$ cat src/hw/rtl/wdb_pkg.sv
// ----------------------------------------------------------------------------
// wdb_pkg
// Shared types, constants and tables of the waypoint distance/bearing core.
// ----------------------------------------------------------------------------
package wdb_pkg;

  // CORDIC rotation count (12 .. 32)
  localparam int unsigned CordicIters = 24;
  localparam int unsigned IterW       = (CordicIters > 1) ? $clog2(CordicIters) : 1;

  // datapath widths
  localparam int unsigned LatW   = 31;
  localparam int unsigned LonW   = 32;
  localparam int unsigned CosW   = 17;
  localparam int unsigned RadW   = 17;
  localparam int unsigned NorthW = 32;
  localparam int unsigned EastW  = 33;
  localparam int unsigned QW     = 45;
  localparam int unsigned XyW    = 44;
  localparam int unsigned ZW     = 33;
  localparam int unsigned DistW  = 32;
  localparam int unsigned BrgW   = 16;
  localparam int unsigned FracBits = 8;

  // fixed-point constants
  localparam logic [28:0]     CmPerUnitQ28 = 29'd298486608;
  localparam logic [31:0]     InvGainQ32   = 32'd2608131496;
  localparam logic [CosW-1:0] CosOne       = 17'd65536;
  localparam logic [15:0]     CentiDegTurn = 16'd36000;

  // short queue between front and back
  localparam int unsigned QueueDepth = 2;
  localparam int unsigned QPtrW      = (QueueDepth > 1) ? $clog2(QueueDepth) : 1;

  typedef enum logic [1:0] {
    CFG_TARGET_LAT = 2'd0,
    CFG_TARGET_LON = 2'd1,
    CFG_COS_REF    = 2'd2,
    CFG_ACC_RADIUS = 2'd3
  } cfg_idx_e;

  typedef enum logic [2:0] {
    BK_IDLE,
    BK_ROTATE,
    BK_SCALE,
    BK_ROUND,
    BK_EMIT
  } bk_state_e;

  typedef struct packed {
    logic [LatW-1:0] target_lat;
    logic [LonW-1:0] target_lon;
    logic [CosW-1:0] cos_ref;
    logic [RadW-1:0] acc_radius;
  } wdb_cfg_t;

  // one classified fix, ready for the vectoring unit
  typedef struct packed {
    logic [NorthW-1:0] north;
    logic [EastW-1:0]  east;
    logic              lat_neg;
    logic              lon_neg;
  } wdb_job_t;

  // arctangent of 2^-i in binary angle units (2^32 per turn)
  function automatic logic [31:0] atan_lut(input logic [4:0] idx);
    logic [31:0] v;
    unique case (idx)
      5'd0:  v = 32'd536870912;
      5'd1:  v = 32'd316933406;
      5'd2:  v = 32'd167458907;
      5'd3:  v = 32'd85004756;
      5'd4:  v = 32'd42667331;
      5'd5:  v = 32'd21354465;
      5'd6:  v = 32'd10679838;
      5'd7:  v = 32'd5340245;
      5'd8:  v = 32'd2670163;
      5'd9:  v = 32'd1335087;
      5'd10: v = 32'd667544;
      5'd11: v = 32'd333772;
      5'd12: v = 32'd166886;
      5'd13: v = 32'd83443;
      5'd14: v = 32'd41722;
      5'd15: v = 32'd20861;
      5'd16: v = 32'd10430;
      5'd17: v = 32'd5215;
      5'd18: v = 32'd2608;
      5'd19: v = 32'd1304;
      5'd20: v = 32'd652;
      5'd21: v = 32'd326;
      5'd22: v = 32'd163;
      5'd23: v = 32'd81;
      5'd24: v = 32'd41;
      5'd25: v = 32'd20;
      5'd26: v = 32'd10;
      5'd27: v = 32'd5;
      5'd28: v = 32'd3;
      5'd29: v = 32'd1;
      5'd30: v = 32'd1;
      default: v = 32'd0;
    endcase
    return v;
  endfunction

endpackage

$ cat src/hw/rtl/wdb_front.sv
// ----------------------------------------------------------------------------
// wdb_front
// Four-stage front: offsets, magnitudes and equirectangular scaling to cm.
// ----------------------------------------------------------------------------
module wdb_front (
  input  logic                      clk_i,
  input  logic                      rst_ni,
  input  wdb_pkg::wdb_cfg_t         cfg_i,
  input  logic                      in_valid_i,
  output logic                      in_ready_o,
  input  logic [wdb_pkg::LatW-1:0]  lat_i,
  input  logic [wdb_pkg::LonW-1:0]  lon_i,
  output logic                      job_valid_o,
  input  logic                      job_ready_i,
  output wdb_pkg::wdb_job_t         job_o
);
  import wdb_pkg::*;

  localparam logic [61:0] RndN = 62'd1 << 27;
  localparam logic [61:0] RndQ = 62'd1 << 15;
  localparam logic [61:0] RndE = 62'd1 << 27;

  logic s1_vld_q, s2_vld_q, s3_vld_q, s4_vld_q;
  logic adv;

  logic signed [LatW:0] dlat_d, dlat_q;
  logic signed [LonW:0] dlon_d, dlon_q;
  logic [LatW:0]        mlat_d, mlat_q;
  logic [LonW:0]        mlon_d, mlon_q;
  logic                 s2_lat_neg_q, s2_lon_neg_q;
  logic                 s3_lat_neg_q, s3_lon_neg_q;
  logic [61:0]          nsum, qsum, esum;
  logic [NorthW-1:0]    s3_north_q;
  logic [QW-1:0]        s3_q_q;
  logic [CosW-1:0]      cos_sat_d, s3_cos_q;
  wdb_job_t             s4_job_d, s4_job_q;

  // one enable for the whole pipe: hold everything while the last beat waits
  assign adv        = !s4_vld_q || job_ready_i;
  assign in_ready_o = adv;

  always_comb begin
    dlat_d = $signed({cfg_i.target_lat[LatW-1], cfg_i.target_lat})
           - $signed({lat_i[LatW-1], lat_i});
    dlon_d = $signed({cfg_i.target_lon[LonW-1], cfg_i.target_lon})
           - $signed({lon_i[LonW-1], lon_i});
    mlat_d = dlat_q[LatW] ? (LatW + 1)'(-dlat_q) : (LatW + 1)'(dlat_q);
    mlon_d = dlon_q[LonW] ? (LonW + 1)'(-dlon_q) : (LonW + 1)'(dlon_q);
    cos_sat_d = (cfg_i.cos_ref > CosOne) ? CosOne : cfg_i.cos_ref;
    nsum = 62'(mlat_q) * 62'(CmPerUnitQ28) + RndN;
    qsum = 62'(mlon_q) * 62'(CmPerUnitQ28) + RndQ;
    esum = 62'(s3_q_q) * 62'(s3_cos_q) + RndE;
    s4_job_d.north   = s3_north_q;
    s4_job_d.east    = esum[60:28];
    s4_job_d.lat_neg = s3_lat_neg_q;
    s4_job_d.lon_neg = s3_lon_neg_q;
  end

  always_ff @(posedge clk_i or negedge rst_ni) begin
    if (!rst_ni) begin
      s1_vld_q <= 1'b0;
      s2_vld_q <= 1'b0;
      s3_vld_q <= 1'b0;
      s4_vld_q <= 1'b0;
    end else if (adv) begin
      s1_vld_q <= in_valid_i;
      s2_vld_q <= s1_vld_q;
      s3_vld_q <= s2_vld_q;
      s4_vld_q <= s3_vld_q;
    end
  end

  always_ff @(posedge clk_i) begin
    if (adv) begin
      dlat_q       <= dlat_d;
      dlon_q       <= dlon_d;
      mlat_q       <= mlat_d;
      mlon_q       <= mlon_d;
      s2_lat_neg_q <= dlat_q[LatW];
      s2_lon_neg_q <= dlon_q[LonW];
      s3_north_q   <= nsum[59:28];
      s3_q_q       <= qsum[60:16];
      s3_cos_q     <= cos_sat_d;
      s3_lat_neg_q <= s2_lat_neg_q;
      s3_lon_neg_q <= s2_lon_neg_q;
      s4_job_q     <= s4_job_d;
    end
  end

  assign job_valid_o = s4_vld_q;
  assign job_o       = s4_job_q;

endmodule

$ cat config.mk
export PLATFORM = sky130hd
export DESIGN_NAME = wdb_front
export DESIGN_NICKNAME = d
export VERILOG_FILES = /design/src/hw/rtl/wdb_pkg.sv /design/src/hw/rtl/wdb_front.sv
export SDC_FILE = /design/constraint.sdc
export NUM_CORES = 2
export LEC_CHECK = 0
export BUFFER_PORTS_ARGS = -buffer_cell sky130_fd_sc_hd__buf_2
export CAP_MARGIN = 20
export CORE_ASPECT_RATIO = 0.8
export CORE_UTILIZATION = 60
export CTS_CLUSTER_DIAMETER = 50
export DETAILED_ROUTE_END_ITERATION = 8
export PLACE_DENSITY = 0.78
export SLEW_MARGIN = 20
export SYNTH_ARGS = -nofsm -noshare
export SYNTH_HDL_FRONTEND = slang
export SYNTH_SLANG_ARGS = --single-unit
$ cat constraint.sdc
create_clock -name clk_i -period 25.1 [get_ports clk_i]
set_clock_uncertainty 0.2 [all_clocks]
set_input_delay 6.275 -clock clk_i [delete_from_list [all_inputs] [get_ports clk_i]]
set_output_delay 6.275 -clock clk_i [all_outputs]
set_load 0.05 [all_outputs]
# Word-level counts from Yosys, hierarchy flattened
# Cells that the tools add are included.
# Widths: inputs -> output; s select.
op_classes:
  addsub: 7
  n_mul: 3
  n_div: 0
  n_lt_le_gt_ge: 1
  eq_ne: 0
  n_shift: 0
  n_mux: 2
  n_bitwise: 0
  n_reduce_logical: 2
op_table:
  columns: ["operator", "n"]
  rows:
  - ["$add 61x16->61 const B", 1]
  - ["$add 61x28->61 const B", 1]
  - ["$mul 45x17->61", 1]
  - ["$add 60x28->60 const B", 1]
  - ["$mul 33x25->57 const B", 1]
  - ["$mul 32x25->56 const B", 1]
  - ["$neg 33->33", 1]
  - ["$sub 32x32->33", 1]
  - ["$mux 32", 1]
  - ["$neg 32->32", 1]
  - ["$sub 31x31->32", 1]
  - ["$mux 31", 1]
  - ["$gt 17x17->1 const B", 1]
  - ["$logic_not 1->1", 1]
  - ["$logic_or 1x1->1", 1]
word_totals:
  ff_bits: 299
  latchBits: 0
  mem_bits_rw: 0
  mem_bits_ro: 0
  output_inout_bits: 69
  mem_count: 0

# Longest topological paths before layout
logic_depth:
  depth_word: 2
  depth_mapped: 28
  mapped_depth_nobuf: 27

# Worst setup path before layout
# OpenSTA, ideal clock, no wires.
synth_timing:
  path_type: "input -> output"
  start: "input job_ready_i"
  end: "output in_ready_o"
  t_arrival_ps: 13762
  path_slack_ps: 4863
  stages: 1
  path_buffers: 0
  path_cell_list: "nand2b_1"
synth_between:
  elab_chain_cells: 1
synth_rtl:
  columns: ["item", "line_no", "source"]
  rows:
  - ["start: declaration", "wdb_front.sv:14", "input logic job_ready_i,"]
  - ["$logic_or 1x1->1", "wdb_front.sv:39", "assign adv = !s4_vld_q || job_ready_i;"]
  - ["end: declaration", "wdb_front.sv:10", "output logic in_ready_o,"]
# Every way passes these cells.

# Final worst setup path
# Ends and elaborated chain as after synthesis.

==> flow_metrics.py <==
metrics = {
    "run_status": {
        "outcome": "complete, no violations",
    },
    "logic_synthesis": {
        "yosysSeqAreaShare_pct": 13.6,
        "synth_nets": 9046,
        "synth_top_area_cell": "fa_1",
        "async_reset_ff_share_pct": 1.34,
        "yosys_warnings": 0,
        "synth-edff-count": 295,
        "syn_avg_cell_area_um2": 9.72,
        "netlist_instances": 6790,
        "synth_area_um2": 66000,
        "ys_types": 99,
        "ys_ff_latch": 299,
        "ys.flop_type": "edfxtp_1",
        "synth_top_area_share_pct": 36.5,
        "synthTopCellsByArea": "fa_1 36%, ha_1 17%, edfxtp_1 13%",
    },
    "global_route": {
        "grt_overflow_total": 0,
        "first_global_vias": 50400,
        "grt_pass1_wl_um": 260000,
        "grt_max_degree": 77,
        "antenna_found_initial": 2,
        "grt_use_total_pct": 29.5,
    },
    "clocking": {
        "cts-hold-fix-buffers": 0,
        "cts_root_buffer": "clkbuf_16",
        "cts_setup_buffers": 0,
        "htreeDepth": 2,
        "cts.sinks": 299,
        "cts_resized": 0,
        "cts_tree": "done",
        "clk_latency_ns": 0.63,
        "cts_buffer_depth": 3,
        "cts_buffers": 39,
        "clk_pin_slew_ns": 0.06,
    },
    "placed_design": {
        "gp_congestion": 0.956,
        "place_hpwl_um": 129000,
        "portBuffers": 215,
    },
    "worst_setup_path": {
        "crit_chain": "buf_2 > nand2b_4 > buf_2",
        "crit_top_cell": "buf_2",
        "path_class": "in -> out",
        "crit_buf_inv": 2,
        "worstPathArrival_ns": 7.26,
        "required_ns": 18.62,
        "slowest_delay_ns": 0.50,
        "slowest_stage": "nand2b_4",
        "cp_top_family": "simple AND/OR/NAND/NOR gates",
        "startpoint": "job_ready_i",
        "setup.worst_path.start_class": "primary input",
        "reg2reg_from": "mlon_q[7]",
        "endpoint_kind": "output pin",
        "critPathMaxFanout": 43,
    },
    "timing": {
        "final-setup-viol-count": 0,
        "fmax_ghz": 0.0728,
        "hold_viol": 0,
        "worst_pin_slew_ns": 1.04,
        "finalCritPeriodShare_pct": 54.7,
        "slew_viol_final": 0,
        "period_minus_slack_ns": 13.74,
        "tns_ns": 0,
        "grt_setup_unrepaired": "no",
        "maxSlewHeadroom_pct": 30.8,
    },
    "detailed_routing": {
        "num_vias": 46800,
        "drt_first_iter_violations": 3235,
        "drc": 0,
        "avgViaCountPerCell": 5.59,
        "antenna_left": 0,
        "wire_per_inst_um": 18.8,
        "dr.pass1.iters": 6,
        "routed_wl_um": 157000,
    },
    "cells_and_area": {
        "nFillCells": 8680,
        "syn_to_final_growth_pct": 5.69,
        "final_core_util_pct": 64.1,
        "diodes": 0,
        "layout-drive-gt1-share_pct": 5.49,
        "nets": 9168,
    },
    "worst_hold_path": {
        "hold_class": "reg -> reg",
        "hp-start": "s3_lon_neg_q",
    },
    "job": {
        "maxCapViolations": 0,
    },
    "floorplanning": {
        "num_rows": 108,
        "core_area_um2": 109000,
        "die_area_um2": 111000,
        "die_h_um": 299,
        "ioPinCount": 233,
        "fp.dieW_um": 373,
        "initial_core_util_pct": 60.7,
    },
}
[worst reg2reg max path: cells and delay by family, from the launching register on]
family | cells | cell delay (ns)
fa+ha+maj | 8 | 3.87
compound gates | 5 | 1.74
simple gates | 6 | 1.34
xor+xnor | 2 | 0.86
flops | 1 | 0.66
buf+inv | 4 | 0.20
[sequential cells by signal, summed over array words and instances, names as in the netlist]
register      count
job_o            67
s3_q_q           45
dlon_q           33
mlon_q           33
dlat_q           32
mlat_q           32
s3_north_q       32
s3_cos_q         17
job_valid_o       1
s1_vld_q          1
s2_lat_neg_q      1
s2_lon_neg_q      1
s2_vld_q          1
s3_lat_neg_q      1
s3_lon_neg_q      1
s3_vld_q          1
[worst paths after layout]
kind | cells after the start | to | slack [ns]
worst max-delay path | 3 | in_ready_o | 11.36
worst min-delay path | 0 | job_o[0] | 0.21
worst max register to register | 25 | s3_q_q[44] | 15.98
worst min register to register | 0 | job_o[0] | 0.21
max in group asynchronous | 1 | job_valid_o | 19.34
min in group asynchronous | 1 | s3_vld_q | 5.24
[Yosys cell counts, types with 17 or more instances]
library cell / instances
xnor2_1: 202
nand4_1: 39
and3_1: 35
xor2_1: 58
nor3_1: 47
nor2_1: 147
edfxtp_1: 295
o21a_1: 25
a31oi_1: 23
or3_1: 32
o21bai_1: 18
and2_1: 327
fa_1: 1202
nand2_1: 635
o31ai_1: 22
clkbuf_1: 153
nand3_1: 70
nor2b_1: 44
nand2b_1: 36
ha_1: 890
a21oi_1: 168
nor4_1: 17
inv_1: 1788
a211oi_1: 22
a21o_1: 98
o21ai_0: 129
[layout make-up]
cell class / instances / area [µm²] / share of cell area, %
inverter: 1788 / 6710 / 9.62
tap: 1430 / 1790 / 2.57
timing repair buffer: 249 / 1330 / 1.91
sequential: 299 / 8960 / 12.8
clock inverter: 29 / 298 / 0.427
clock buffer: 42 / 987 / 1.42
multi-input combinational: 4535 / 49700 / 71.2
[per-stage QoR]
step / instances / worst slack, ns / hold WS [ns] / cell area, µm²
final: 8372 / 11.36 / 0.214 / 69800
after global routing: 8372 / 11.30 / 0.219 / 69800
after CTS: 8372 / 11.35 / 0.213 / 69800
after detailed placement: 8301 / 11.35 / 0.205 / 68500
after global placement: 8301 / 11.39 / 0.200 / 68500
after floorplan: 6790 / 4.86 / 0.200 / 66000
[per-layer routing]
layer | GRT usage [%] | vias to the layer above | share of wire [%]
li1 | - | 21400 | -
met1 | 41.6 | 23300 | 43
met2 | 46.7 | 1831 | 45
met3 | 5.63 | 303 | 8.9
met4 | 8.18 | 0 | 2.8
met5 | 0 | - | 0
[kinds of logic after synthesis]
family	synth area share (%)
compound gates	6.81
mux	0.129
simple gates	11.5
xor+xnor	3.49
fa+ha+maj	53.3
buf+inv	11.2
flops	13.6
[cell usage in the layout (no fill, tap or decap), types with 34 or more instances in the layout]
cell       netlist  layout
clkbuf_16        0      39
fa_1          1202    1202
buf_2           11     215
nand2b_1        36      35
nand4_1         39      39
o21ai_0        129     129
nor3_1          47      47
a21o_1          98      98
nand2_1        635     635
and2_1         327     327
buf_4            3      34
nor2b_1         44      44
and3_1          35      35
a21oi_1        168     168
nor2_1         147     147
xor2_1          58      58
nand3_1         70      70
xnor2_1        202     202
inv_1         1788    1788
ha_1           890     890
edfxtp_1       295     295
Power is left out: the tool's default activity adds up to more than one toggle a clock period on the data nets, which glitch-free logic cannot reach.
