--- src/hw/rtl/wdb_pkg.sv ---
// ----------------------------------------------------------------------------
// wdb_pkg
// Shared types, constants and tables of the waypoint distance/bearing core.
// ----------------------------------------------------------------------------
package wdb_pkg;

  // CORDIC rotation count (12 .. 32)
  localparam int unsigned CordicIters = 24;
  localparam int unsigned IterW       = (CordicIters > 1) ? $clog2(CordicIters) : 1;

  // datapath widths
  localparam int unsigned LatW   = 31;
  localparam int unsigned LonW   = 32;
  localparam int unsigned CosW   = 17;
  localparam int unsigned RadW   = 17;
  localparam int unsigned NorthW = 32;
  localparam int unsigned EastW  = 33;
  localparam int unsigned QW     = 45;
  localparam int unsigned XyW    = 44;
  localparam int unsigned ZW     = 33;
  localparam int unsigned DistW  = 32;
  localparam int unsigned BrgW   = 16;
  localparam int unsigned FracBits = 8;

  // fixed-point constants
  localparam logic [28:0]     CmPerUnitQ28 = 29'd298486608;
  localparam logic [31:0]     InvGainQ32   = 32'd2608131496;
  localparam logic [CosW-1:0] CosOne       = 17'd65536;
  localparam logic [15:0]     CentiDegTurn = 16'd36000;

  // short queue between front and back
  localparam int unsigned QueueDepth = 2;
  localparam int unsigned QPtrW      = (QueueDepth > 1) ? $clog2(QueueDepth) : 1;

  typedef enum logic [1:0] {
    CFG_TARGET_LAT = 2'd0,
    CFG_TARGET_LON = 2'd1,
    CFG_COS_REF    = 2'd2,
    CFG_ACC_RADIUS = 2'd3
  } cfg_idx_e;

  typedef enum logic [2:0] {
    BK_IDLE,
    BK_ROTATE,
    BK_SCALE,
    BK_ROUND,
    BK_EMIT
  } bk_state_e;

  typedef struct packed {
    logic [LatW-1:0] target_lat;
    logic [LonW-1:0] target_lon;
    logic [CosW-1:0] cos_ref;
    logic [RadW-1:0] acc_radius;
  } wdb_cfg_t;

  // one classified fix, ready for the vectoring unit
  typedef struct packed {
    logic [NorthW-1:0] north;
    logic [EastW-1:0]  east;
    logic              lat_neg;
    logic              lon_neg;
  } wdb_job_t;

  // arctangent of 2^-i in binary angle units (2^32 per turn)
  function automatic logic [31:0] atan_lut(input logic [4:0] idx);
    logic [31:0] v;
    unique case (idx)
      5'd0:  v = 32'd536870912;
      5'd1:  v = 32'd316933406;
      5'd2:  v = 32'd167458907;
      5'd3:  v = 32'd85004756;
      5'd4:  v = 32'd42667331;
      5'd5:  v = 32'd21354465;
      5'd6:  v = 32'd10679838;
      5'd7:  v = 32'd5340245;
      5'd8:  v = 32'd2670163;
      5'd9:  v = 32'd1335087;
      5'd10: v = 32'd667544;
      5'd11: v = 32'd333772;
      5'd12: v = 32'd166886;
      5'd13: v = 32'd83443;
      5'd14: v = 32'd41722;
      5'd15: v = 32'd20861;
      5'd16: v = 32'd10430;
      5'd17: v = 32'd5215;
      5'd18: v = 32'd2608;
      5'd19: v = 32'd1304;
      5'd20: v = 32'd652;
      5'd21: v = 32'd326;
      5'd22: v = 32'd163;
      5'd23: v = 32'd81;
      5'd24: v = 32'd41;
      5'd25: v = 32'd20;
      5'd26: v = 32'd10;
      5'd27: v = 32'd5;
      5'd28: v = 32'd3;
      5'd29: v = 32'd1;
      5'd30: v = 32'd1;
      default: v = 32'd0;
    endcase
    return v;
  endfunction

endpackage

--- src/hw/rtl/wdb_back.sv ---
// ----------------------------------------------------------------------------
// wdb_back
// CORDIC vectoring sequencer, gain correction, bearing scaling, result register.
// ----------------------------------------------------------------------------
module wdb_back (
  input  logic                       clk_i,
  input  logic                       rst_ni,
  input  logic [wdb_pkg::RadW-1:0]   acc_radius_i,
  input  logic                       job_valid_i,
  output logic                       job_ready_o,
  input  wdb_pkg::wdb_job_t          job_i,
  output logic                       out_valid_o,
  input  logic                       out_ready_i,
  output logic [wdb_pkg::DistW-1:0]  distance_cm_o,
  output logic [wdb_pkg::BrgW-1:0]   bearing_centidegrees_o,
  output logic                       reached_o
);
  import wdb_pkg::*;

  localparam logic [IterW-1:0] LastIter = IterW'(CordicIters - 1);
  localparam logic [ZW-1:0]    QuarterTurn = ZW'(33'd1 << 30);
  localparam logic [59:0]      RndDist = 60'd1 << 23;
  localparam logic [47:0]      RndBrg  = 48'd1 << 31;

  bk_state_e state_q, state_d;

  logic signed [XyW-1:0] x_q, y_q, xs, ys;
  logic signed [ZW-1:0]  z_q;
  logic [IterW-1:0]      iter_q;
  logic                  lat_neg_q, lon_neg_q, zero_q;
  logic [ZW-1:0]         step_ang;

  logic [30:0]           a_clamp;
  logic [31:0]           ang_d, ang_q;
  logic [XyW-2:0]        ux;
  logic [58:0]           phi_q;
  logic [31:0]           plo_q;
  logic [47:0]           plo_full, brg_full;
  logic [59:0]           psum;
  logic [35:0]           dist_raw_q;
  logic [BrgW-1:0]       cd_q;
  logic [DistW-1:0]      dist_sat;

  logic                  out_vld_q;
  logic                  emit;

  // next state and handshake
  always_comb begin
    state_d     = state_q;
    job_ready_o = 1'b0;
    emit        = 1'b0;
    unique case (state_q)
      BK_IDLE: begin
        job_ready_o = 1'b1;
        if (job_valid_i) begin
          state_d = BK_ROTATE;
        end
      end
      BK_ROTATE: begin
        if (iter_q == LastIter) begin
          state_d = BK_SCALE;
        end
      end
      BK_SCALE: state_d = BK_ROUND;
      BK_ROUND: state_d = BK_EMIT;
      BK_EMIT: begin
        if (!out_vld_q || out_ready_i) begin
          emit    = 1'b1;
          state_d = BK_IDLE;
        end
      end
      default: state_d = BK_IDLE;
    endcase
  end

  always_ff @(posedge clk_i or negedge rst_ni) begin
    if (!rst_ni) begin
      state_q <= BK_IDLE;
    end else begin
      state_q <= state_d;
    end
  end

  // datapath terms
  always_comb begin
    xs       = x_q >>> iter_q;
    ys       = y_q >>> iter_q;
    step_ang = {1'b0, atan_lut(5'(iter_q))};

    if (z_q[ZW-1]) begin
      a_clamp = '0;
    end else if (z_q > $signed(QuarterTurn)) begin
      a_clamp = 31'(QuarterTurn);
    end else begin
      a_clamp = z_q[30:0];
    end

    priority if (zero_q) begin
      ang_d = '0;
    end else if (!lat_neg_q && !lon_neg_q) begin
      ang_d = {1'b0, a_clamp};
    end else if (lat_neg_q && !lon_neg_q) begin
      ang_d = 32'h8000_0000 - {1'b0, a_clamp};
    end else if (lat_neg_q) begin
      ang_d = 32'h8000_0000 + {1'b0, a_clamp};
    end else begin
      ang_d = 32'd0 - {1'b0, a_clamp};
    end

    ux       = x_q[XyW-1] ? '0 : x_q[XyW-2:0];
    plo_full = 48'(ux[15:0]) * 48'(InvGainQ32);
    psum     = 60'(phi_q) + 60'(plo_q) + RndDist;
    brg_full = 48'(ang_q) * 48'(CentiDegTurn) + RndBrg;
    dist_sat = (dist_raw_q[35:32] != '0) ? '1 : dist_raw_q[31:0];
  end

  always_ff @(posedge clk_i) begin
    unique case (state_q)
      BK_IDLE: begin
        x_q       <= $signed(XyW'({job_i.north, {FracBits{1'b0}}}));
        y_q       <= $signed(XyW'({job_i.east, {FracBits{1'b0}}}));
        z_q       <= '0;
        iter_q    <= '0;
        lat_neg_q <= job_i.lat_neg;
        lon_neg_q <= job_i.lon_neg;
        zero_q    <= (job_i.north == '0) && (job_i.east == '0);
      end
      BK_ROTATE: begin
        // rotate toward y = 0
        if (!y_q[XyW-1]) begin
          x_q <= x_q + ys;
          y_q <= y_q - xs;
          z_q <= z_q + $signed(step_ang);
        end else begin
          x_q <= x_q - ys;
          y_q <= y_q + xs;
          z_q <= z_q - $signed(step_ang);
        end
        iter_q <= iter_q + 1'b1;
      end
      BK_SCALE: begin
        ang_q <= ang_d;
        phi_q <= 59'(ux[XyW-2:16]) * 59'(InvGainQ32);
        plo_q <= plo_full[47:16];
      end
      BK_ROUND: begin
        dist_raw_q <= psum[59:24];
        cd_q       <= brg_full[47:32];
      end
      BK_EMIT: begin
      end
      default: begin
      end
    endcase
  end

  // result register: holds a beat while the next fix is being worked
  always_ff @(posedge clk_i or negedge rst_ni) begin
    if (!rst_ni) begin
      out_vld_q <= 1'b0;
    end else if (emit) begin
      out_vld_q <= 1'b1;
    end else if (out_ready_i) begin
      out_vld_q <= 1'b0;
    end
  end

  always_ff @(posedge clk_i) begin
    if (emit) begin
      distance_cm_o          <= dist_sat;
      bearing_centidegrees_o <= (cd_q >= CentiDegTurn) ? '0 : cd_q;
      reached_o              <= (dist_sat <= DistW'(acc_radius_i));
    end
  end

  assign out_valid_o = out_vld_q;

endmodule

--- config.mk ---
export PLATFORM = sky130hd
export DESIGN_NAME = wdb_back
export DESIGN_NICKNAME = d
export VERILOG_FILES = /design/src/hw/rtl/wdb_pkg.sv /design/src/hw/rtl/wdb_back.sv
export SDC_FILE = /design/constraint.sdc
export NUM_CORES = 2
export LEC_CHECK = 0
export BUFFER_PORTS_ARGS = -buffer_cell sky130_fd_sc_hd__buf_4
export CAP_MARGIN = 0
export CORE_MARGIN = 2
export CORE_UTILIZATION = 65
export CTS_CLUSTER_DIAMETER = 50
export DETAILED_ROUTE_END_ITERATION = 6
export GPL_TIMING_DRIVEN = 0
export PLACE_DENSITY = 0.82
export SYNTH_ARGS = -nofsm -noshare
export SYNTH_HDL_FRONTEND = slang
export SYNTH_SLANG_ARGS = --single-unit
--- constraint.sdc ---
create_clock -name clk_i -period 14.2 [get_ports clk_i]
set_input_delay 0 -clock clk_i [delete_from_list [all_inputs] [get_ports clk_i]]
set_output_delay 0 -clock clk_i [all_outputs]
set_load 0.02 [all_outputs]
Word level (Yosys, flattened, before mapping). Memories as Yosys holds them, arrays and structs flattened. A register that Yosys moved wholly into a read port is not among the register bits. Index checks and enable logic that the tools add are counted.

Add/sub/neg operators: 13. Multipliers: 3. Magnitude comparators: 3. Eq/ne operators: 8. Shift operators: 2. Mux-type cells: 24. Reductions and logical operators: 15.

Operators with widths (number): $pmux 44 s2 (2); $mux 32 (3); $mux 31 (3); $add 44x44->44 (2); $mux 44 (2); $sshr 44x5->44 (2); $sub 44x44->44 (2); $pmux 33 s2 (1); $add 59x32->60 (1); $add 60x24->60 const B (1); $mul 27x29->56 const B (1); $add 48x32->48 const B (1); $mul 16x29->45 const B (1); $mul 32x11->43 const B (1); $mux 43 (1); $add 33x33->33 (1); $gt 33x32->1 const B (1); $logic_not 33->1 (1); $mux 33 (1); $sub 33x33->33 (1); $add 32x31->32 const A (1); $le 32x17->1 (1); $logic_not 32->1 (1); $sub 1x31->32 const A (1); other kinds (21) (35).

Bits in registers: 354. Memory bits (read-only): 960. Input port bits: 88. Output and inout bits: 51. Memories kept: 1.

Memories: (name not given) (depth 32, bits a word 30, read ports 1, clocked after Yosys merged registers in 1, write ports 0, RTL line wdb_pkg.sv:68) `unique case (idx)`.

Logic depth before layout (Yosys ltp).
Word-level depth: 7. Gate-level depth with buffers: 34. Gate-level depth less buffers: 29.

Least setup slack after synthesis. OpenSTA, ideal clock, no wires.

Path kind: flip-flop to flip-flop. From: reg state_q[0]. To: reg ang_q[0] (enable). Setup time: 0.761 ns. Arrival time: 9.077 ns. Data required time: 13.439 ns. Setup slack: 4.362 ns. Stages on the path, launching flop included: 3. Buffers on the path: 1. Period minus slack after synthesis: 9.838 ns. Cell sequence: dfrtp_1 > clkbuf_1 > nor3b_1.

Word-level cells in the longest chain between the ends: 1.

RTL lines: start: declaration (RTL line wdb_back.sv:25) `bk_state_e state_q, state_d;`; start signal: assignment (RTL line wdb_back.sv:80) `state_q <= state_d;`; $eq 3x2->1 (RTL line wdb_back.sv:118) `unique case (state_q)`; end signal: assignment (RTL line wdb_back.sv:142) `ang_q <= ang_d;`; end: declaration (RTL line wdb_back.sv:34) `logic [31:0] ang_d, ang_q;`.

Every way passes these cells. A chain may end at the register's enable or synchronous reset.

Final worst setup path.
From: reg iter_q[4]. To: reg x_q[43], data pin.

Word-level cells in the longest chain between the ends: 4. Elaborated cells between the ends (all ways): 5. Those cells by class: add/sub: 2; shift: 1; mux: 2.

RTL lines: start: declaration (RTL line wdb_back.sv:29) `logic [IterW-1:0] iter_q;`; start signal: assignment (RTL line wdb_back.sv:139) `iter_q <= iter_q + 1'b1;`; $sshr 44x5->44 * (RTL line wdb_back.sv:87) `ys = y_q >>> iter_q;`; $add 44x44->44 / $sub 44x44->44 (equally long branches) (RTL line wdb_back.sv:131, wdb_back.sv:135); $mux 44 * (RTL line wdb_back.sv:130) `if (!y_q[XyW-1]) begin`; $pmux 44 s2 * (RTL line wdb_back.sv:118); end signal: assignment (RTL line wdb_back.sv:120) `x_q <= $signed(XyW'({job_i.north, {FracBits{1'b0}}}));`; end signal: assignment (RTL line wdb_back.sv:131) `x_q <= x_q + ys;`; end signal: assignment (RTL line wdb_back.sv:135) `x_q <= x_q - ys;`; end: declaration (RTL line wdb_back.sv:27) `logic signed [XyW-1:0] x_q, y_q, xs, ys;`.

Mark *: on every way between the ends. The rest lies on a longest branch, timed or not.

==> results.txt <==
Final Hold Viols: 0
Latest clock arrival within the worst-skew pair: 0.72 ns
Routed Wire Length: 212.8 mm
Pins Over Slew Limit: 22
Filler cells: 6,309
Reg clk slew, reported paths: 0.06 ns
Post-synthesis cell type count: 94
Fraction of layout cells with a size suffix above 1: 0.07472
Clock tree root driver cell: clkbuf_16
Worst setup path class: register to register
Ys flop type: edfxtp_1
CTS max path bufs: 3
Vias in the first global route: 51,600
Count of final setup violators: 0
CP dominant cell by count: clkbuf_1
Status: finished, violations left
Critical R2R Capture: x_q[43]
Failing checks: capacitance limit, slew limit
Setup TNS: 0 ns
CP Data Required Time: 14.62 ns
Die area: 0.09260 mm²
First-pass GRT wire length: 314.6 mm
Peak Freq: 83.51 MHz
Startpoint Class: register
Buf/Inv on CP: 8
Critical Path Slowest Stage Cell: clkbuf_1
Post-synth EDFFs: 347
HP Start: job_i[0]
DRC: 0
GR Overflow Total: 0
CP top delay family: buffers and inverters
Syn Inst Count: 6,201
Critical Path AT: 12.39 ns
Average wire per standard cell: 27.60 µm
Seq/Total Area, Yosys: 0.1897
IO Pins: 139
Syn Nets: 7,669
Hold path depth: 2
H-tree depth: 2
Initial antenna violation count: 7
Post-synthesis cell area: 0.05862 mm²
Sink Count: 381
Initial core utilization: 0.6532
RSZ-0062 raised after global routing: false
Commonest non-fill, non-tap cells in the layout: inv_1, ha_1, fa_1, nor2_1, nand2_1
Largest stage delay, worst path: 0.97 ns
Largest net degree at the start of global routing: 53
Final min period: 11.97 ns
Via/cell ratio: 6.638
Yosys Warn Count: 0
Final #Nets: 7,952
Routed Antenna Nets: 0
Number of max-cap violations: 2
Port Buffers: 138
CP Capture Type: register
Width of the die: 304.3 µm
Height of the die: 304.3 µm
Reg-to-reg critical path startpoint: iter_q[4]
Gr usage total: 0.4547
Post-synthesis register bit count: 381
Final Skew: 0.03160 ns
Hold Path Sink: lon_neg_q
Final period util: 0.8432
Worst Max-Slew Pin Slew: 1.563 ns
Syn_area_per_cell: 9.453 µm²
Post-CTS Setup Bufs: 0
Commonest non-fill, non-tap cell in the layout: inv_1
Core area: 0.08974 mm²
Vias: 51,190
CTS tree: done
Number of CTS-inserted buffers: 57
Flop-to-flop setup slack: 2.23 ns
Synthesis-to-layout area growth: 9.089%
DRT Pass-1 Iters: 7
Initial drt markers: 6,225
Core Rows: 110
Hpwl dp: 169.0 mm
Crit path max fanout: 10
Worst min path class: primary input to register
Post-synth ARST share: 0.01050
Worst Reg-to-Reg Cells: 29
Worst slew margin: -0.04171
Gp weighted congestion: 1.096
## stage by stage
stage	std cells	setup WS [ns]	utilization	cell area (µm²)	hold WS (ns)
detailed placement	7529	3.007	0.6837	61350	-0.2000
global route	7710	2.086	0.7125	63940	0.01610
finish	7711	2.226	0.7126	63940	0.007026
CTS	7707	2.830	0.7125	63930	0.003366
global placement	7515	0.4983	0.6811	61120	-0.2046
floorplan	6201	4.362	-	58620	-0.2956
## worst max path at each step
stage | startpoint | end | slack (ns) | depth (start not counted)
global placement | state_q[0] | phi_q[58] | 0.50 | 2
floorplan | state_q[0] | ang_q[0] | 4.36 | 2
CTS | x_q[43] | phi_q[57] | 2.83 | 28
finish | iter_q[4] | x_q[43] | 2.23 | 29
global route | x_q[43] | phi_q[57] | 2.09 | 29
detailed placement | x_q[43] | phi_q[57] | 3.01 | 28
## worst register-to-register path, delay by kind of cell, from the launching register on
kind / cells / cell delay [ns]
AOI/OAI and AO/OA: 9 / 2.51
xor gates and xnor gates: 2 / 0.38
adders and majority gates: 2 / 0.62
buffers and inverters: 8 / 5.36
DFF: 1 / 0.59
and+or+nand+nor: 8 / 2.21
## routing by layer
layer,share of wire,track usage,vias to the layer above
li1,-,-,21840
met1,0.38,0.5862,25020
met2,0.44,0.7001,3505
met3,0.11,0.1176,821
met4,0.067,0.2551,2
met5,0.00052,0.008269,-
## Yosys cell counts (all sizes together), types with 101 or more instances
master,count,area (µm²)
xnor2,204,1787
xor2,142,1244
nor2,439,1648
mux4,101,2275
a21oi,328,1642
nor3,132,676.9
o21ai,253,1266
a21o,109,818.3
clkbuf,108,405.4
fa,594,11890
ha,786,9834
nand2,423,1588
inv,1052,3949
edfxtp,347,10420
## registers in the layout, summed over array words and instances, names as in the netlist
signal and cells:
iter_q 5, z_q 33, phi_q 56, dist_raw_q 36
reached_o 1, x_q 44, out_valid_o 1, step_ang 30
cd_q 16, zero_q 1, distance_cm_o 32, ang_q 32
lat_neg_q 1, plo_q 29, bearing_centidegrees_o 16, state_q 3
y_q 44, lon_neg_q 1
## repair_timing
item,4_1_cts,5_1_grt
resized for setup,0,0
hold endpoints to repair,75,0
hold buffers,72,0
## final cells by class
type	count	area, µm²	area share
antenna	4	10.01	0.0001565
buffer	173	745.7	0.01166
timing repair buffer	224	1964	0.03072
clock buffer	62	1445	0.02260
multi-input combinational	4592	42810	0.6695
inverter	1055	3960	0.06193
sequential	381	11120	0.1739
tap	1176	1471	0.02301
clock inverter	44	416.7	0.006516
## cell families (layout without fill, tap and decap cells)
| kind of cell | Yosys count | in the layout | synth area share |
|---|---|---|---|
| xor+xnor | 346 | 346 | 0.05170 |
| fa+ha+maj | 1380 | 1380 | 0.3706 |
| compound gates | 1102 | 1102 | 0.1195 |
| simple gates | 1523 | 1523 | 0.1243 |
| other cells | 0 | 4 | 0 |
| mux | 241 | 241 | 0.06389 |
| buf+inv | 1228 | 1558 | 0.08022 |
| flops | 381 | 381 | 0.1897 |
Power is not shown: default switching activity piles up to over one toggle a cycle in this logic, so the estimate is an artifact.
