### config.mk
export PLATFORM = sky130hd
export DESIGN_NAME = wdb_queue
export DESIGN_NICKNAME = d
export VERILOG_FILES = /design/src/hw/rtl/wdb_pkg.sv /design/src/hw/rtl/wdb_queue.sv
export SDC_FILE = /design/constraint.sdc
export NUM_CORES = 1
export LEC_CHECK = 0
export ABC_CLOCK_PERIOD_IN_PS = 3600
export BUFFER_PORTS_ARGS = -buffer_cell sky130_fd_sc_hd__clkbuf_2
export CAP_MARGIN = 30
export CORE_ASPECT_RATIO = 1.2
export CORE_MARGIN = 2
export CORE_UTILIZATION = 47
export CTS_BUF_LIST = sky130_fd_sc_hd__clkbuf_16
export DETAILED_ROUTE_END_ITERATION = 6
export PLACE_DENSITY_LB_ADDON = 0.1
export SLEW_MARGIN = 10
export SYNTH_ARGS = -nofsm -noshare
export SYNTH_HDL_FRONTEND = slang
export SYNTH_SLANG_ARGS = --single-unit
### constraint.sdc
create_clock -name clk_i -period 3.6 [get_ports clk_i]
set_clock_uncertainty 0.05 [all_clocks]
set_input_delay 0.72 -clock clk_i [delete_from_list [all_inputs] [get_ports clk_i]]
set_output_delay 0.72 -clock clk_i [all_outputs]
set_load 0.02 [all_outputs]
### src/hw/rtl/wdb_pkg.sv
// ----------------------------------------------------------------------------
// wdb_pkg
// Shared types, constants and tables of the waypoint distance/bearing core.
// ----------------------------------------------------------------------------
package wdb_pkg;

  // CORDIC rotation count (12 .. 32)
  localparam int unsigned CordicIters = 24;
  localparam int unsigned IterW       = (CordicIters > 1) ? $clog2(CordicIters) : 1;

  // datapath widths
  localparam int unsigned LatW   = 31;
  localparam int unsigned LonW   = 32;
  localparam int unsigned CosW   = 17;
  localparam int unsigned RadW   = 17;
  localparam int unsigned NorthW = 32;
  localparam int unsigned EastW  = 33;
  localparam int unsigned QW     = 45;
  localparam int unsigned XyW    = 44;
  localparam int unsigned ZW     = 33;
  localparam int unsigned DistW  = 32;
  localparam int unsigned BrgW   = 16;
  localparam int unsigned FracBits = 8;

  // fixed-point constants
  localparam logic [28:0]     CmPerUnitQ28 = 29'd298486608;
  localparam logic [31:0]     InvGainQ32   = 32'd2608131496;
  localparam logic [CosW-1:0] CosOne       = 17'd65536;
  localparam logic [15:0]     CentiDegTurn = 16'd36000;

  // short queue between front and back
  localparam int unsigned QueueDepth = 2;
  localparam int unsigned QPtrW      = (QueueDepth > 1) ? $clog2(QueueDepth) : 1;

  typedef enum logic [1:0] {
    CFG_TARGET_LAT = 2'd0,
    CFG_TARGET_LON = 2'd1,
    CFG_COS_REF    = 2'd2,
    CFG_ACC_RADIUS = 2'd3
  } cfg_idx_e;

  typedef enum logic [2:0] {
    BK_IDLE,
    BK_ROTATE,
    BK_SCALE,
    BK_ROUND,
    BK_EMIT
  } bk_state_e;

  typedef struct packed {
    logic [LatW-1:0] target_lat;
    logic [LonW-1:0] target_lon;
    logic [CosW-1:0] cos_ref;
    logic [RadW-1:0] acc_radius;
  } wdb_cfg_t;

  // one classified fix, ready for the vectoring unit
  typedef struct packed {
    logic [NorthW-1:0] north;
    logic [EastW-1:0]  east;
    logic              lat_neg;
    logic              lon_neg;
  } wdb_job_t;

  // arctangent of 2^-i in binary angle units (2^32 per turn)
  function automatic logic [31:0] atan_lut(input logic [4:0] idx);
    logic [31:0] v;
    unique case (idx)
      5'd0:  v = 32'd536870912;
      5'd1:  v = 32'd316933406;
      5'd2:  v = 32'd167458907;
      5'd3:  v = 32'd85004756;
      5'd4:  v = 32'd42667331;
      5'd5:  v = 32'd21354465;
      5'd6:  v = 32'd10679838;
      5'd7:  v = 32'd5340245;
      5'd8:  v = 32'd2670163;
      5'd9:  v = 32'd1335087;
      5'd10: v = 32'd667544;
      5'd11: v = 32'd333772;
      5'd12: v = 32'd166886;
      5'd13: v = 32'd83443;
      5'd14: v = 32'd41722;
      5'd15: v = 32'd20861;
      5'd16: v = 32'd10430;
      5'd17: v = 32'd5215;
      5'd18: v = 32'd2608;
      5'd19: v = 32'd1304;
      5'd20: v = 32'd652;
      5'd21: v = 32'd326;
      5'd22: v = 32'd163;
      5'd23: v = 32'd81;
      5'd24: v = 32'd41;
      5'd25: v = 32'd20;
      5'd26: v = 32'd10;
      5'd27: v = 32'd5;
      5'd28: v = 32'd3;
      5'd29: v = 32'd1;
      5'd30: v = 32'd1;
      default: v = 32'd0;
    endcase
    return v;
  endfunction

endpackage

### src/hw/rtl/wdb_queue.sv
// ----------------------------------------------------------------------------
// wdb_queue
// Short FIFO of classified fixes between front and back.
// ----------------------------------------------------------------------------
module wdb_queue (
  input  logic              clk_i,
  input  logic              rst_ni,
  input  logic              push_valid_i,
  output logic              push_ready_o,
  input  wdb_pkg::wdb_job_t push_data_i,
  output logic              pop_valid_o,
  input  logic              pop_ready_i,
  output wdb_pkg::wdb_job_t pop_data_o
);
  import wdb_pkg::*;

  localparam logic [QPtrW-1:0] LastPtr = QPtrW'(QueueDepth - 1);

  wdb_job_t         mem_q [QueueDepth];
  logic [QPtrW-1:0] wr_ptr_q, wr_ptr_d, rd_ptr_q, rd_ptr_d;
  logic [QPtrW:0]   count_q, count_d;
  logic             push, pop;

  assign push_ready_o = (count_q != (QPtrW + 1)'(QueueDepth));
  assign pop_valid_o  = (count_q != '0);
  assign push         = push_valid_i && push_ready_o;
  assign pop          = pop_valid_o && pop_ready_i;
  assign pop_data_o   = mem_q[rd_ptr_q];

  always_comb begin
    wr_ptr_d = wr_ptr_q;
    rd_ptr_d = rd_ptr_q;
    count_d  = count_q;
    if (push) begin
      wr_ptr_d = (wr_ptr_q == LastPtr) ? '0 : wr_ptr_q + 1'b1;
    end
    if (pop) begin
      rd_ptr_d = (rd_ptr_q == LastPtr) ? '0 : rd_ptr_q + 1'b1;
    end
    if (push && !pop) begin
      count_d = count_q + 1'b1;
    end else if (pop && !push) begin
      count_d = count_q - 1'b1;
    end
  end

  always_ff @(posedge clk_i or negedge rst_ni) begin
    if (!rst_ni) begin
      wr_ptr_q <= '0;
      rd_ptr_q <= '0;
      count_q  <= '0;
    end else begin
      wr_ptr_q <= wr_ptr_d;
      rd_ptr_q <= rd_ptr_d;
      count_q  <= count_d;
    end
  end

  always_ff @(posedge clk_i) begin
    if (push) begin
      mem_q[wr_ptr_q] <= push_data_i;
    end
  end

endmodule

# ---- Word-level counts from Yosys, hierarchy flattened
# Memories as Yosys holds them, arrays and structs flattened.
# Index checks and enable logic that the tools add are counted.
dict set report word_totals {
  word_cells 23
  output_inout_bits 69
  romBits 0
  mem_count 1
  latch_bits 0
  mem_bits_rw 134
  regBits 4
}
dict set report op_classes {
  mul 0
  addsub 4
  bitwise 0
  n_div 0
  magnitude_cmp 0
  n_mux 6
  n_reduce_logical 8
  shift 0
  n_eq_ne 1
}
# memory words word_bits rd rd_ports_with_merged_regs wr line_no
set mem_list {}
lappend mem_list {mem_q 2 67 1 0 1 wdb_queue.sv:19} ;# wdb_job_t mem_q [QueueDepth];
# operator count
set ops {}
lappend ops {{1-bit logical AND} 4}
lappend ops {{1-bit two-way mux} 4}
lappend ops {{2-bit two-way mux} 2}
lappend ops {{2-bit nonzero test} 2}
lappend ops {{1-bit adder, second input constant} 2}
lappend ops {{2-bit by 1-bit adder with 2-bit output, second input constant} 1}
lappend ops {{1-bit logical NOT} 2}
lappend ops {{2-bit != test, second input constant} 1}
lappend ops {{2-bit by 1-bit subtractor with 2-bit output, second input constant} 1}

# ---- Depth between registers and ports, before layout
# Gate-level depths: netlist of run 1.
dict set report depth {
  ltp_word 6
  mapped_depth 7
}

# ---- Worst setup path before layout of run 1
# Ideal clock, no wire load.
dict set report synth_timing {
  path_kind {input port to flip-flop}
  startpoint {input push_valid_i}
  endpoint {memory mem_q[0][0] (netlist bit), enable pin}
  t_arrival_ps 3616
  setup_time_ps 492
  slack_ps -559
  path_stages 2
  path_buffers 0
  path_cell_list {nand2_1 nor2_1}
}
dict set report synth_via {
  elab_chain_len 3
}
# element line_no
set synth_lines {}
lappend synth_lines {{from (decl)} wdb_queue.sv:8} ;# input logic push_valid_i,
lappend synth_lines {{1-bit logical AND} wdb_queue.sv:26} ;# assign push = push_valid_i && push_ready_o;
lappend synth_lines {{1-bit two-way mux} wdb_queue.sv:60} ;# if (push) begin
lappend synth_lines {{1-bit two-way mux (not written as such)} wdb_queue.sv:61} ;# mem_q[wr_ptr_q] <= push_data_i;
lappend synth_lines {{to (decl)} wdb_queue.sv:19}
# No other way between the ends.

==> results of run 1 <==
area by class of cell:
type	instances	area share (%)
multi-input combinational	80	14.2
timing repair buffer	145	11.8
sequential	138	62.9
tap	129	2.46
clock buffer	17	6.48
inverter	1	0.0572
clock inverter	13	2.12
per-layer routing:
layer / up-vias / share of wire, %
li1: 1214 / -
met1: 1226 / 40
met2: 97 / 51
met3: 12 / 7.1
met4: 0 / 1.7
met5: - / 0
worst max-delay path by stage:
| stage | from | endpoint | depth (start not counted) |
|---|---|---|---|
| 6_report | rd_ptr_q$_DFFE_PN0P_ | pop_data_o[6] | 3 |
| 3_3_place_gp | rd_ptr_q$_DFFE_PN0P_ | pop_data_o[49] | 3 |
| 3_5_place_dp | rd_ptr_q$_DFFE_PN0P_ | pop_data_o[6] | 3 |
| 4_1_cts | rd_ptr_q$_DFFE_PN0P_ | pop_data_o[6] | 3 |
| 2_1_floorplan | push_valid_i | mem_q[0][0]$_DFFE_PP_ | 2 |
| 5_1_grt | rd_ptr_q$_DFFE_PN0P_ | pop_data_o[50] | 3 |
synth_stat cells:
library cell	number	area share (%)
ha_1	1	0.24
inv_1	1	0.073
xnor2_1	3	0.51
buf_6	2	0.44
dfrtp_1	4	2.0
nand2b_1	1	0.12
or2_2	1	0.12
edfxtp_1	134	79
buf_2	4	0.39
and3_1	1	0.12
xor2_1	2	0.34
nor2_1	2	0.15
mux2_4	20	5.9
nand2_1	2	0.15
buf_8	2	0.59
mux2_2	47	10
stage by stage:
stage | cells | util (%) | hold slack, ps | setup slack (ps) | power (uW)
4_1_cts | 522 | 61.8 | 46.0 | 692 | 5880
3_5_place_dp | 492 | 56.5 | 456 | 1140 | 4210
5_1_grt | 523 | 62.1 | 53.5 | 639 | 6080
2_1_floorplan | 227 | - | 374 | 563 | 3680
3_3_place_gp | 492 | 56.5 | 419 | 1160 | 4190
6_report | 523 | 62.1 | 70.6 | 743 | 5810
cell families (layout without fill, tap and decap cells):
logic type | after synthesis | after routing
muxes | 67 | 67
and+or+nand+nor | 7 | 7
buffers and inverters | 9 | 176
adders and majority gates | 1 | 1
xor gates and xnor gates | 5 | 5
DFF | 138 | 138
flip-flops by register name, summed over array words and instances, names as in the netlist:
name,flops
wr_ptr_q,1
count_q,2
rd_ptr_q,1
mem_q,134
power by group through the flow:
stage | Combinational, uW | Clock (uW) | Sequential [uW]
after detailed placement | 1780 | 0 | 2430
final | 1770 | 1650 | 2390
after global placement | 1770 | 0 | 2420
after floorplan | 1370 | 0 | 2310
after CTS | 1780 | 1690 | 2400
after global routing | 1900 | 1750 | 2430
cell usage in the layout (no fill, tap or decap):
cell,count
or2_2,1
clkinvlp_4,1
nand2_1,2
mux2_4,20
clkinv_4,1
buf_16,1
ha_1,1
clkbuf_16,17
dfrtp_4,1
clkinv_2,2
and3_4,1
edfxtp_1,134
inv_1,4
clkinv_1,3
nor2_4,1
buf_4,4
bufinv_16,3
nand2b_1,1
nor2_1,1
xor2_1,2
buf_12,1
mux2_2,47
xnor2_1,3
clkbuf_2,139
dfrtp_1,3
worst max-delay path: stages, from the launching register on:
cell	delay (ps)
dfrtp_4	830
buf_4	330
mux2_2	360
clkbuf_2	150
==> impl_metrics.tcl, run 1 <==
set metrics [dict create \
    start_util_pct 48.4 \
    cts.sinks 138 \
    drive_gt1_share_pct 60.9 \
    rsz0062_at_grt "no" \
    synth_area_sq_um 5120 \
    clkTransAtPathRegs_ps 50 \
    synthMuxAreaShare_pct 16.2 \
    tightest_slew_ps 613 \
    place_area_sq_um 5970 \
    io_pins 140 \
    synth_warnings 0 \
    ys_seq_area_share_pct 80.5 \
    p_switching_uw 1770 \
    pwr-share-comb_pct 30.4 \
    crit_path_end_kind "primary output" \
    die_h_um 118 \
    grt_max_degree 68 \
    outcome "finished, final reports clean" \
    final-setup-viol-count 0 \
    dpl.hpwl_um 5540 \
    dieWidth_um 99.3 \
    max_freq_ghz 0.350 \
    reg2reg_depth 4 \
    avgViaCountPerCell 4.87 \
    met1_usage_pct 16.6 \
    grt-ovfl-total 0 \
    sequentialPowerShare_pct 41.1 \
    grtUsageMet3_pct 6.27 \
    synth_compound_area_share_pct 0 \
    syn-num-nets 299 \
    synth_xor_area_share_pct 0.855 \
    antenna_found_initial 0 \
    switching_share_pct 30.6 \
    root_buffer "clkbuf_16" \
    intPower_uw 4030 \
    cts_tree "yes" \
    rows 41 \
    cap_viol_max_count 0 \
    regArea_sq_um 4130 \
    synthAdderAreaFrac_pct 0.244 \
    cts_resized 0 \
    cp_max_fo 37 \
    cts_buffers 17 \
    grt_pass1_wl_um 13300 \
    io_buffers 139 \
    antennaDiodeCount 0 \
    synth.avg_cell_area_sq_um 22.6 \
    clk_latency_ps 400 \
    cellLeakagePower_uw 0.00259 \
    clockBufferDepth 2 \
    max-vdd-ir-drop_uv 545 \
    hold_path.class "input pin to asynchronous set/reset pin" \
    regToRegStartpoint "count_q[0]$_DFFE_PN0P_" \
    grt_use_total_pct 15.4 \
    wl_per_cell_um 16.4 \
    ys_types 16 \
    place_congestion 0.717 \
    routed_wl_um 8570 \
    cts_hold_buf 0 \
    drt_pass1_iterations 4 \
    final_area_sq_um 6560 \
    period_share_pct 79.4 \
    drv_slew 0 \
    synthCells 227 \
    die_area_sq_um 11700 \
    rr_endpoint "mem_q[0][7]$_DFFE_PP_" \
    syn_to_final_growth_pct 28.2 \
    nFillCells 790 \
    critPathKind "flop to primary output" \
    setup_tns_ps 0 \
    multiInputGateArea_sq_um 932 \
    cts_setup_buffers 0 \
    clockPowerShare_pct 28.4 \
    start_kind "flop" \
    layout.nets 455 \
    r2r_setup_slack_ps 1670 \
    crit_required_ps 2830 \
    synth_top_family_by_area "multiplexers" \
    synthSimpleGateAreaFrac_pct 0.660 \
    p_per_area_nw_per_um2 885 \
    cts-htree-levels 4 \
    min_period_ps 2860 \
    worst_ep_arrival_time_ps 2090 \
    met2_usage_pct 25.5 \
    coreArea_sq_um 10600 \
    antenna_left 0 \
    hold_viol 0 \
    drc 0 \
    busiest_layer "met2" \
    slew_headroom_pct 59.1 \
    grt_pass1_vias 2739 \
    drt-initial-drc-count 112 \
    vias 2549 \
    ys_seq_elements 138 \
]
Power figures use the tool's default switching activity.
==> run 2, diff against run 1 <==
ABC_CLOCK_PERIOD_IN_PS = 2800   (was 3600)
CORE_UTILIZATION = 52   (was 47)
clock period = 2.8 ns   (was 3.6 ns; I/O delays follow)
==> run 2 against run 1 <==
  * Worst hold slack improved by 230 ps
  * Sequential share of layout area increased by 0.33 points
  * Clock power increased by 21%
  * Non-clock buffer count up 1
  * Cell area fell by 0.51%
  * Critical path depth unchanged
  * Critical path type unchanged
  * Critical endpoint is now pop_data_o[44]
  * Largest cell class unchanged
  * Largest power group unchanged
==> impl_metrics.tcl, run 2 (synthesized netlist as in run 1, its figures left out) <==
set metrics [dict create \
    outcome "finished, final reports clean" \
    final_common_cell "clkbuf_2" \
    max-vdd-ir-drop_uv 678 \
    crit_path_end_kind "primary output" \
    setup_tns_ps 0 \
    cp_slowest_cell "dfrtp_4" \
    min-delay-start "push_data_i[51]" \
    cellLeakagePower_uw 0.00258 \
    drive_gt1_share_pct 60.8 \
    p_per_area_nw_per_um2 1120 \
    cts-htree-levels 4 \
    dpl.hpwl_um 5550 \
    cts_buffers 17 \
    die_h_um 113 \
    worst_ep_arrival_time_ps 1920 \
    cp_max_fo 24 \
    clk_latency_ps 390 \
    final-setup-viol-count 0 \
    io_buffers 139 \
    wl_per_cell_um 15.6 \
    grt_max_degree 37 \
    reg2reg_depth 3 \
    routed_wl_um 8100 \
    hold_path.class "input pin to flop" \
    cts_resized 0 \
    rsz0062_at_grt "no" \
    total_power_uw 7330 \
    clkTransAtPathRegs_ps 60 \
    critPathKind "flop to primary output" \
    drt_pass1_iterations 4 \
    drt-initial-drc-count 136 \
    hold_end "mem_q[1][51]$_DFFE_PP_" \
    cap_viol_max_count 0 \
    grt_use_total_pct 16.2 \
    rr_endpoint "mem_q[1][7]$_DFFE_PP_" \
    layout.nets 456 \
    drv_slew 0 \
    coreArea_sq_um 9560 \
    fin_hold_ws_ps 296 \
    holdPathStages 1 \
    drc 0 \
    place_congestion 0.750 \
    antenna_found_initial 0 \
    cts_setup_buffers 0 \
    start_util_pct 53.5 \
    start_kind "flop" \
    largest_reg_flops 134 \
    vias 2554 \
    largest_register "mem_q" \
    path_cells "buf_4 > mux2_2 > clkbuf_2" \
    cts_tree "yes" \
    regToRegStartpoint "count_q[0]$_DFFE_PN0P_" \
    r2r_setup_slack_ps 970 \
    dpl.cell_count 487 \
    syn_to_final_growth_pct 27.5 \
    tightest_slew_ps 536 \
    period_share_pct 90.3 \
    final_cell_mix "clkbuf_2 (139), edfxtp_1 (134), mux2_2 (47)" \
    avgViaCountPerCell 4.93 \
    grt_pass1_wl_um 12600 \
    crit_required_ps 2190 \
    max_stage_delay_ps 660 \
    antennaDiodeCount 0 \
    io_pins 140 \
    grt-ovfl-total 0 \
    dieWidth_um 94.6 \
    root_buffer "clkbuf_16" \
    largestRegisters "mem_q (134), count_q (2)" \
    final_cells 518 \
    path_delay_family "flip-flops" \
    critPathBufInv 2 \
    rows 39 \
    hold_viol 0 \
    slew_headroom_pct 64.3 \
    die_area_sq_um 10700 \
    antenna_left 0 \
    cts.sinks 138 \
    max_freq_ghz 0.396 \
    grt_pass1_vias 2644 \
    min_period_ps 2530 \
    clockBufferDepth 2 \
]
## run 2: changes by cell type in the layout (fill, tap and decap cells not counted), sizes merged
cell and delta:
dlygate4sd3 +1, clkinv +2, bufinv -1, inv -1
## run 2: worst max path at each step
stage	from	end	slack (ps)	depth (start not counted)
2_1_floorplan	count_q[0]$_DFFE_PN0P_	mem_q[1][0]$_DFFE_PP_	2	2
3_3_place_gp	rd_ptr_q$_DFFE_PN0P_	pop_data_o[47]	700	3
3_5_place_dp	rd_ptr_q$_DFFE_PN0P_	pop_data_o[44]	660	3
4_1_cts	rd_ptr_q$_DFFE_PN0P_	pop_data_o[44]	230	3
5_1_grt	rd_ptr_q$_DFFE_PN0P_	pop_data_o[53]	180	3
6_report	rd_ptr_q$_DFFE_PN0P_	pop_data_o[44]	270	3
## run 2: metal layers
layer | GRT usage (%) | wire length [um] | vias to the layer above
met3 | 6.99 | 657 | 4
met2 | 26.9 | 4270 | 97
met5 | 0 | 0 | -
li1 | - | - | 1213
met1 | 18.3 | 3140 | 1240
met4 | 7.05 | 40 | 0
## run 2: worst register-to-register path, delay by kind of cell (launching register included)
family | cells | cell delay (ps)
AND/OR/NAND/NOR | 2 | 720
flip-flops | 1 | 410
buffers and inverters | 1 | 340
## run 2: repair_timing
item	CTS	global route
hold buffers	1	0
setup endpoints to repair	0	0
hold endpoints to repair	4	0
## run 2: stage by stage
step           util (%)  worst slack, ps  instance area (sq um)
2_1_floorplan         -             2.28                   5130
3_3_place_gp       62.5              699                   5980
3_5_place_dp       62.5              660                   5980
4_1_cts            68.3              231                   6530
5_1_grt            68.3              180                   6530
6_report           68.3              273                   6530
## run 2: area by class of cell
cell class | count | area, sq um
Inverter | 1 | 3.75
Timing Repair Buffer | 146 | 776
Fill cell | 686 | 3040
Sequential cell | 138 | 4130
Clock inverter | 13 | 114
Multi-Input combinational cell | 80 | 928
Tap cell | 123 | 154
Clock buffer | 17 | 425
## run 2: power breakdown
part           switching (uW)  total, uW  internal [uW]
Combinational            1330       2320            983
Clock                     725       2000           1270
Sequential                186       3020           2830
Total                    2240       7330           5090
==> run 3, diff against run 2 <==
CORE_ASPECT_RATIO = default   (was 1.2)
==> run 3 against run 2 <==
  * Clock power rose by 9%
  * Largest cell class unchanged
  * Largest power group unchanged
  * Count of clock-buffer cells in the layout did not move
  * Die area barely moved
  * Via count rose by 1.3%
  * Cell area rose by 0.71%
==> impl_metrics.tcl, run 3 (synthesized netlist as in run 1, its figures left out) <==
set metrics [dict create \
    outcome "finished, final reports clean" \
    io_buffers 139 \
    setup_tns_ps 0 \
    tightest_slew_ps 524 \
    cap_viol_max_count 0 \
    period_share_pct 89.9 \
    largest_reg_flops 134 \
    pwr-share-comb_pct 30.8 \
    cellLeakagePower_uw 0.00258 \
    dpl.hpwl_um 5660 \
    crit_path_end_kind "primary output" \
    rows 36 \
    min_period_ps 2520 \
    place_congestion 0.704 \
    cts_hold_buf 1 \
    grt_max_degree 40 \
    worst_ep_arrival_time_ps 1910 \
    cts_setup_buffers 0 \
    sequentialPowerShare_pct 40.3 \
    dieWidth_um 103 \
    drive_gt1_share_pct 61.2 \
    rsz0062_at_grt "no" \
    antenna_found_initial 0 \
    grt_pass1_vias 2550 \
    slew_headroom_pct 65.1 \
    holdPathStages 1 \
    start_kind "flop" \
    cp_max_fo 35 \
    cts_tree "yes" \
    die_area_sq_um 10700 \
    grt_pass1_wl_um 12600 \
    cts_buffers 17 \
    die_h_um 103 \
    intPower_uw 5180 \
    start_util_pct 52.9 \
    hold_path.class "input pin to flop" \
    final-setup-viol-count 0 \
    clockBufferDepth 2 \
    fin_util_pct 67.9 \
    largest_register "mem_q" \
    hold_viol 0 \
    p_switching_uw 2320 \
    wl_per_cell_um 16.4 \
    vias 2588 \
    coreArea_sq_um 9680 \
    final_common_cell "clkbuf_2" \
    syn_to_final_growth_pct 28.4 \
    antenna_left 0 \
    crit_required_ps 2190 \
    grt-ovfl-total 0 \
    drv_slew 0 \
    total_power_uw 7500 \
    io_pins 140 \
    root_buffer "clkbuf_16" \
    routed_wl_um 8710 \
    clk_latency_ps 410 \
    switching_share_pct 30.9 \
    reg2reg_depth 4 \
    drt_pass1_iterations 4 \
    antennaDiodeCount 0 \
    critPathKind "flop to primary output" \
    layout.nets 456 \
    nFillCells 680 \
    p_per_area_nw_per_um2 1140 \
    clkTransAtPathRegs_ps 60 \
    cts-htree-levels 4 \
    cts_resized 0 \
    final_cell_mix "clkbuf_2 (139), edfxtp_1 (134), mux2_2 (47)" \
    drc 0 \
    max-vdd-ir-drop_uv 624 \
    clockPowerShare_pct 28.9 \
    drt-initial-drc-count 91 \
    largestRegisters "mem_q (134), count_q (2)" \
    cts.sinks 138 \
    max_freq_ghz 0.397 \
    grt_use_total_pct 17.0 \
    avgViaCountPerCell 4.88 \
]
run 3: cell count changes in the layout (fill, tap and decap cells not counted), sizes merged:
cell	change
clkinvlp	+4
clkinv	-2
bufinv	+1
inv	-1
run 3: layer usage:
metal	vias to the layer above	GRT usage [%]	part of all wire, %
met5	-	0	0
met4	0	7.19	1.6
met3	10	8.87	7.7
met2	99	26.5	50
met1	1262	19.9	41
li1	1217	-	-
run 3: worst paths after layout:
check | start | endpoint | slack, ps
worst min-delay path | push_data_i[56] | mem_q[0][56]$_DFFE_PP_ | 290
worst max-delay path | rd_ptr_q$_DFFE_PN0P_ | pop_data_o[60] | 280
min in group asynchronous | rst_ni | count_q[1]$_DFFE_PN0P_ | 450
max in group asynchronous | rst_ni | rd_ptr_q$_DFFE_PN0P_ | 2090
worst max register to register | count_q[0]$_DFFE_PN0P_ | mem_q[0][15]$_DFFE_PP_ | 1080
worst min register to register | count_q[1]$_DFFE_PN0P_ | count_q[1]$_DFFE_PN0P_ | 440
run 3: critical path, stage by stage, from the launching register on:
cell	delay (ps)
dfrtp_4	660
buf_12	280
mux2_2	380
clkbuf_2	160
run 3: area by class of cell:
class / count / area [sq um] / area share, %
tap: 133 / 166 / 2.53
clock inverter: 15 / 160 / 2.44
inverter: 1 / 3.75 / 0.0571
clock buffer: 17 / 425 / 6.47
multi-input combinational: 80 / 928 / 14.1
sequential: 138 / 4130 / 62.8
timing repair buffer: 146 / 763 / 11.6
run 3: power groups by stage:
| stage | Combinational (uW) | Clock [uW] | Sequential, uW |
|---|---|---|---|
| after detailed placement | 2350 | 0 | 3070 |
| after global placement | 2330 | 0 | 3050 |
| after CTS | 2360 | 2210 | 3030 |
| final | 2310 | 2170 | 3020 |
| after global routing | 2490 | 2300 | 3070 |
| after floorplan | 1770 | 0 | 2970 |
run 3: through the flow:
stage | instance area (sq um) | instances | worst slack, ps | hold slack, ps
after CTS | 6580 | 530 | 247 | 273
after global placement | 5980 | 497 | 685 | 323
final | 6580 | 530 | 284 | 289
after global routing | 6580 | 530 | 195 | 268
after detailed placement | 5980 | 497 | 691 | 332
after floorplan | 5130 | 227 | 2.28 | 214
